==> config.mk <==
export PLATFORM = sky130hd
export DESIGN_NAME = lpdf_queue
export DESIGN_NICKNAME = d
export VERILOG_FILES = /design/src/sv/lpdf_pkg.sv /design/src/sv/lpdf_queue.sv
export SDC_FILE = /design/constraint.sdc
export NUM_CORES = 1
export LEC_CHECK = 0
export ABC_AREA = 1
export BUFFER_PORTS_ARGS = -buffer_cell sky130_fd_sc_hd__buf_2
export CAP_MARGIN = 10
export CORE_MARGIN = 3
export CORE_UTILIZATION = 40
export DETAILED_ROUTE_END_ITERATION = 10
export PLACE_DENSITY = 0.57
export SYNTH_ARGS = -nofsm -noshare
export SYNTH_HDL_FRONTEND = slang
export SYNTH_SLANG_ARGS = --single-unit
export TNS_END_PERCENT = 1
==> constraint.sdc <==
create_clock -name i_clk -period 4.2 [get_ports i_clk]
set_input_delay 0.84 -clock i_clk [delete_from_list [all_inputs] [get_ports i_clk]]
set_output_delay 0.84 -clock i_clk [all_outputs]
set_load 0.01 [all_outputs]
==> src/sv/lpdf_pkg.sv <==
// Package for the length-prefixed deframer: request kinds, parse phases,
// status codes, configuration defaults and the shared item/record types.
// No dependencies.
package lpdf_pkg;

    localparam int CONN_W     = 6;
    localparam int BYTE_W     = 8;
    localparam int TIME_W     = 32;
    localparam int LEN_W      = 32;
    localparam int COUNT_W    = 17;
    localparam int PHASE_W    = 3;
    localparam int STATUS_W   = 3;
    localparam int REQ_W      = 2;
    localparam int KIND_W     = 2;
    localparam int LIMIT_W    = 16;
    localparam int MAXMSG_W   = 25;
    localparam int CFG_DATA_W = 32;
    localparam int CFG_IDX_W  = 2;
    localparam int IN_DATA_W  = 48;
    localparam int OUT_DATA_W = 16;

    localparam int QUEUE_DEPTH = 4;
    localparam int QPTR_W      = 2;
    localparam int QCNT_W      = 3;

    // request types on the input stream
    localparam logic [REQ_W-1:0] REQ_BYTE  = 2'd0;
    localparam logic [REQ_W-1:0] REQ_OPEN  = 2'd1;
    localparam logic [REQ_W-1:0] REQ_CLOSE = 2'd2;

    // classified work handed to the back end
    localparam logic [KIND_W-1:0] KIND_BYTE   = 2'd0;
    localparam logic [KIND_W-1:0] KIND_OPEN   = 2'd1;
    localparam logic [KIND_W-1:0] KIND_CLOSE  = 2'd2;
    localparam logic [KIND_W-1:0] KIND_NOSLOT = 2'd3;

    localparam logic [PHASE_W-1:0] PH_CLOSED  = 3'd0;
    localparam logic [PHASE_W-1:0] PH_LEN     = 3'd1;
    localparam logic [PHASE_W-1:0] PH_LONG0   = 3'd2;
    localparam logic [PHASE_W-1:0] PH_LONG1   = 3'd3;
    localparam logic [PHASE_W-1:0] PH_LONG2   = 3'd4;
    localparam logic [PHASE_W-1:0] PH_LONG3   = 3'd5;
    localparam logic [PHASE_W-1:0] PH_PAYLOAD = 3'd6;
    localparam logic [PHASE_W-1:0] PH_LOCKED  = 3'd7;

    localparam logic [STATUS_W-1:0] ST_OK         = 3'd0;
    localparam logic [STATUS_W-1:0] ST_SHORT      = 3'd1;
    localparam logic [STATUS_W-1:0] ST_LONG_SMALL = 3'd2;
    localparam logic [STATUS_W-1:0] ST_TOO_LARGE  = 3'd3;
    localparam logic [STATUS_W-1:0] ST_OVERLOAD   = 3'd4;
    localparam logic [STATUS_W-1:0] ST_NOT_OPEN   = 3'd5;

    localparam logic [CFG_IDX_W-1:0] CFG_WINDOW = 2'd0;
    localparam logic [CFG_IDX_W-1:0] CFG_LIMIT  = 2'd1;
    localparam logic [CFG_IDX_W-1:0] CFG_MAXMSG = 2'd2;

    localparam logic [BYTE_W-1:0]  LEN_ESCAPE = 8'hFF;
    localparam logic [COUNT_W-1:0] COUNT_MAX  = 17'h1FFFF;

    localparam logic [TIME_W-1:0]   RST_WINDOW = 32'd5000;
    localparam logic [LIMIT_W-1:0]  RST_LIMIT  = 16'd250;
    localparam logic [MAXMSG_W-1:0] RST_MAXMSG = 25'd65536;

    typedef struct packed {
        logic [TIME_W-1:0]   window_ms;
        logic [LIMIT_W-1:0]  limit_count;
        logic [MAXMSG_W-1:0] max_msg;
    } t_cfg;

    typedef struct packed {
        logic [KIND_W-1:0] kind;
        logic [CONN_W-1:0] conn;
        logic [BYTE_W-1:0] data;
        logic [TIME_W-1:0] now;
    } t_item;

    typedef struct packed {
        logic [PHASE_W-1:0] phase;
        logic [LEN_W-1:0]   remaining;
        logic [TIME_W-1:0]  win_start;
        logic [COUNT_W-1:0] count;
    } t_rec;

endpackage

==> src/sv/lpdf_queue.sv <==
// Short queue of classified requests between front and back end.
// Depends on lpdf_pkg.
module lpdf_queue (
    input  logic            i_clk,
    input  logic            i_rst_n,
    input  logic            i_push,
    input  lpdf_pkg::t_item i_item,
    output logic            o_ready,
    input  logic            i_pop,
    output logic            o_valid,
    output lpdf_pkg::t_item o_head
);
    import lpdf_pkg::*;

    t_item             r_mem [QUEUE_DEPTH];
    logic [QPTR_W-1:0] r_wr_ptr;
    logic [QPTR_W-1:0] r_rd_ptr;
    logic [QCNT_W-1:0] r_count;
    logic [QCNT_W-1:0] n_count;
    logic              w_push;
    logic              w_pop;

    assign o_ready = (r_count != QCNT_W'(QUEUE_DEPTH));
    assign o_valid = (r_count != '0);
    assign o_head  = r_mem[r_rd_ptr];
    assign w_push  = i_push & o_ready;
    assign w_pop   = i_pop & o_valid;

    always_comb begin
        n_count = r_count;
        if (w_push && !w_pop) begin
            n_count = r_count + 1'b1;
        end else if (w_pop && !w_push) begin
            n_count = r_count - 1'b1;
        end
    end

    always_ff @(posedge i_clk) begin
        if (!i_rst_n) begin
            r_wr_ptr <= '0;
            r_rd_ptr <= '0;
            r_count  <= '0;
        end else begin
            r_count <= n_count;
            if (w_push) begin
                r_wr_ptr <= r_wr_ptr + 1'b1;
            end
            if (w_pop) begin
                r_rd_ptr <= r_rd_ptr + 1'b1;
            end
        end
    end

    always_ff @(posedge i_clk) begin
        if (w_push) begin
            r_mem[r_wr_ptr] <= i_item;
        end
    end

endmodule

## Word-level counts from Yosys, hierarchy flattened

Memory sizes are Yosys's and may differ from the RTL's. A register that Yosys moved wholly into a read port is not among the register bits.
Index checks and enable logic that the tools add are counted.
W data, S select, Z words.

| storage, ports and cells | value |
|---|---|
| memories | 1 |
| RAM bits | 192 |
| register bits after elaboration | 7 |
| logic and storage cells | 23 |
| output and inout bits | 50 |
| bits of input ports | 52 |

| operators by class | value |
|---|---|
| reductions and logical operators | 6 |
| $add $sub $neg | 4 |
| bitwise operators | 2 |
| muxes and demuxes | 6 |
| equal/unequal tests | 1 |

Memory list:

| name | depth | bits a word | rd ports | clocked after Yosys merged registers in | write ports | RTL line | source |
|---|---|---|---|---|---|---|---|
| r_mem | 4 | 48 | 1 | 1 | 1 | lpdf_queue.sv:15 | `t_item r_mem [QUEUE_DEPTH];` |

Operator list:

| operator | count |
|---|---|
| $mux W3 | 2 |
| $add A2 B1 Y2 const B | 2 |
| $mux W2 | 2 |
| $add A3 B1 Y3 const B | 1 |
| $ne A3 B3 Y1 const B | 1 |
| $reduce_bool A3 Y1 | 1 |
| $sub A3 B1 Y3 const B | 1 |
| $and A1 B1 Y1 | 2 |
| $logic_and A1 B1 Y1 | 2 |
| $logic_not A1 Y1 | 2 |
| $mux W1 | 2 |
| $reduce_bool A2 Y1 | 1 |

## Depth between registers and ports, before layout

| depth | value |
|---|---|
| depth after elaboration | 6 |
| depth in mapped cells | 13 |
| gate-level depth less buffers | 13 |

## Least setup slack after synthesis

No wires, ideal clock.

| timing | value |
|---|---|
| path kind | input -> register |
| start | input i_push |
| end | memory r_mem[0][0] (netlist bit), enable pin |
| path slack | 0.776 ns |
| required time | 3.746 ns |
| setup time | 0.454 ns |
| arrival time | 2.970 ns |
| buffers on the path | 0 |
| stages on the path | 2 |
| cells stage by stage | nand2_1 > nor2_1 |

| between the ends | value |
|---|---|
| cells in the longest elaborated chain, start to end | 3 |

RTL lines:

| item | RTL line | source |
|---|---|---|
| start, declared | lpdf_queue.sv:6 | `input logic i_push,` |
| $and A1 B1 Y1 | lpdf_queue.sv:26 | `assign w_push = i_push & o_ready;` |
| $mux W1 | lpdf_queue.sv:55 | `if (w_push) begin` |
| $mux W1 (not written as such) | lpdf_queue.sv:56 | `r_mem[r_wr_ptr] <= i_item;` |
| end, declared | lpdf_queue.sv:15 |  |

Every way passes these cells.

==> results.md <==
* Critical path arrival at 2.39 ns
* Layout area overhead at 18.8%
* Vias per cell at approximately 5.2
* Synth Area per Inst at ~14 µm²
* Final hold vios at 0
* R2R Path End: r_count[1]
* Post-Syn Instances at about 530
* Mux share of post-synthesis cell area at 0
* Area leader, netlist: edfxtp_1
* Final min period at roughly 3.2 ns
* Placeable Area at between 0.015 and 0.02 mm²
* Maxcap violations at 0
* XOR/XNOR share of the synthesized area at 0.00114
* Number of global-route vias before repair at between 4000 and 5000
* Vias at between 4000 and 5000
* Post-Syn Nets at approximately 590
* Nets at 694
* H-Tree Depth at 1
* Initial antenna violation count at 1
* Routability cong. at ~0.72
* Initial Util at 0.416
* Die W at ~140 µm
* # hold bufs at CTS at 0
* Commonest cells after routing, fill and taps aside: edfxtp_1 (192), buf_2 (101), nor2_1 (96)
* Worst-path clk slew at roughly 0.06 ns
* Filler Cell Count at around 1600
* DR iter-0 viols at approximately 380
* Fraction of layout cells with a size suffix above 1 at 0.246
* Chip height at approximately 140 µm
* Total power at 5.83 mW
* Final Core Density at 0.495
* CP Launch Type: flop
* Final period util at 0.769
* Worst-Margin Slew at ~0.9 ns
* Worst Hold Slack at 0.528 ns
* Number of placement rows at around 50
* Rel. slew slack at 0.385
* Leakage at 3.22 nW
* Synth Area in Compound Gates at 0.105
* Status: finished clean
* CP max stage delay at 0.64 ns
* CP Class: flop to output port
* Postcts setup bufs at 0
* Top-area cell type share of the netlist area at 0.753
* Slowest cell on crit path: dfxtp_4
* Count of final setup violators at 0
* Hold Crit Depth at 2
* Setup tns final at 0 ns
* Top cells by area, synth: edfxtp_1 (75%), o21ai_0 (5.8%), nor2_1 (4.9%), o22ai_1 (3.9%), dfxtp_1 (2.4%)
* Root Buffer: clkbuf_16
* Residual DRC count at 0
* Fin. max-slew vios at 0
* Global-route wire length before repair at approximately 26 mm
* Fmax at 309 MHz
* GRT overflow at 0
* Post-Synth Simple-Gate Area at 0.0681
* Crit end category: output port
* Post-Syn Area at roughly 0.0077 mm²
* Post-synthesis sequential area ratio at 0.776
* Min-delay src: r_rd_ptr[1]
* R2R depth at 9
* Max rail drop VDD at approximately 0.00034 V
* PD cells at roughly 640 mW/mm²
* Final wirelength at 16.5 mm
* Req. time, crit path at 3.36 ns
* RR Startpoint: r_count[1]
* CTS Buf Count at 22
* FF+latch count, synth at between 200 and 250
* Clk_skew at roughly 0.0065 ns
* Top Ports at just over 100
* Pin count of the biggest net entering global routing at 97
* Total global-route track usage at 0.157
* CP cell instances: buf_4, o21ai_0, o22ai_1, buf_2
* Yosys warns at 0
* Post-CTS Resized at 0
* Post-route ant nets at 0
* Crit path max fanout at 54
* Full die area at 0.0208 mm²
* Setup ws final at 0.969 ns
* DR WL/cell at roughly 19 µm
* CTS tree: yes
* Post-synthesis cell type count at 24
* First-pass detailed-route iteration total at 4
* Port-buffer cells at roughly 100
* RSZ-0062 raised after global routing: no
* Synth Area in Adders at 0.0108
* DP HPWL at between 9 and 10 mm
* R2R setup slack at between 1.5 and 2 ns
* Clock Path Buffers at 3
* Worst hold-check path type: flop to flop
* Main combinational cell family by area after synthesis: compound AO/OA/AOI/OAI gates
* Clk sink count at approximately 200
* Clk_lat worst skew at slightly below 0.5 ns
* Commonest non-fill, non-tap cell in the layout: edfxtp_1
* Post-Place Worst Slack at around 1.5 ns
## Yosys cell counts (all sizes together)
library cell and count:
edfxtp 192, nand2 15, nor2 110, a21oi 3, xor2 1, inv 16
o21ai 97, nand3b 1, fa 1, o22ai 48, dfxtp 9, ha 5
nand3 4, buf 20, clkbuf 11
## cells by family (layout without fill, tap and decap cells)
logic type                 count (synthesis)  count (layout)
other                                      0               1
buffers and inverters                     47             165
AOI/OAI and AO/OA                        148             148
xor gates and xnor gates                   1               1
and+or+nand+nor                          130             130
adders and majority gates                  6               6
DFF                                      201             201
## critical path: cells and delay by family, from the launching register on
family / cells / cell delay, ns
AO/OA/AOI/OAI: 2 / 0.48
flip-flops: 1 / 0.64
buffers and inverters: 2 / 0.76
## final cells by class
type | count | area (µm²) | area share
repair buffers | 110 | 573 | 0.0630
inverters | 16 | 65.1 | 0.00715
clock buffers | 25 | 583 | 0.0641
multi-input cells | 285 | 1440 | 0.159
flip-flops and latches | 201 | 5950 | 0.654
well taps | 229 | 287 | 0.0315
clock inverters | 14 | 191 | 0.0210
diodes | 1 | 2.50 | 0.000275
## worst max path at each step
stage | startpoint | to | slack [ns] | cells after the start
3_3_place_gp | flop | o_head[43] | 1.51 | 4
4_1_cts | flop | o_head[43] | 0.95 | 4
5_1_grt | flop | o_head[43] | 0.77 | 4
3_5_place_dp | flop | o_head[43] | 1.48 | 4
6_report | flop | o_head[3] | 0.97 | 4
2_1_floorplan | i_push | r_mem[0][0] | 0.78 | 2
## power breakdown
| part | switching (mW) | internal (mW) | leakage (nW) |
|---|---|---|---|
| clock network | 0.746 | 1.30 | 0.376 |
| logic | 0.839 | 0.410 | 1.01 |
| registers | 0.0984 | 2.44 | 1.83 |
| total | 1.68 | 4.15 | 3.22 |
## routing by layer
layer | GRT usage | part of all wire | vias up
li1 | - | - | 2181
met1 | 0.214 | 0.43 | 2256
met2 | 0.260 | 0.48 | 144
met3 | 0.0384 | 0.068 | 23
met4 | 0.0334 | 0.017 | 2
met5 | 0 | 0.00079 | -
## flip-flops by register name (all words and copies together), names as in the netlist, named ones only
signal,flops
r_rd_ptr,2
r_wr_ptr,2
r_count,3
r_mem,192
## metrics by stage
| step | cell area [µm²] | std cells |
|---|---|---|
| final | 9100 | 881 |
| after global routing | 9090 | 880 |
| after CTS | 9090 | 880 |
| after detailed placement | 8320 | 841 |
| after global placement | 8320 | 841 |
| after floorplan | 7660 | 533 |
Note: power is estimated with default switching activity, not from simulation.
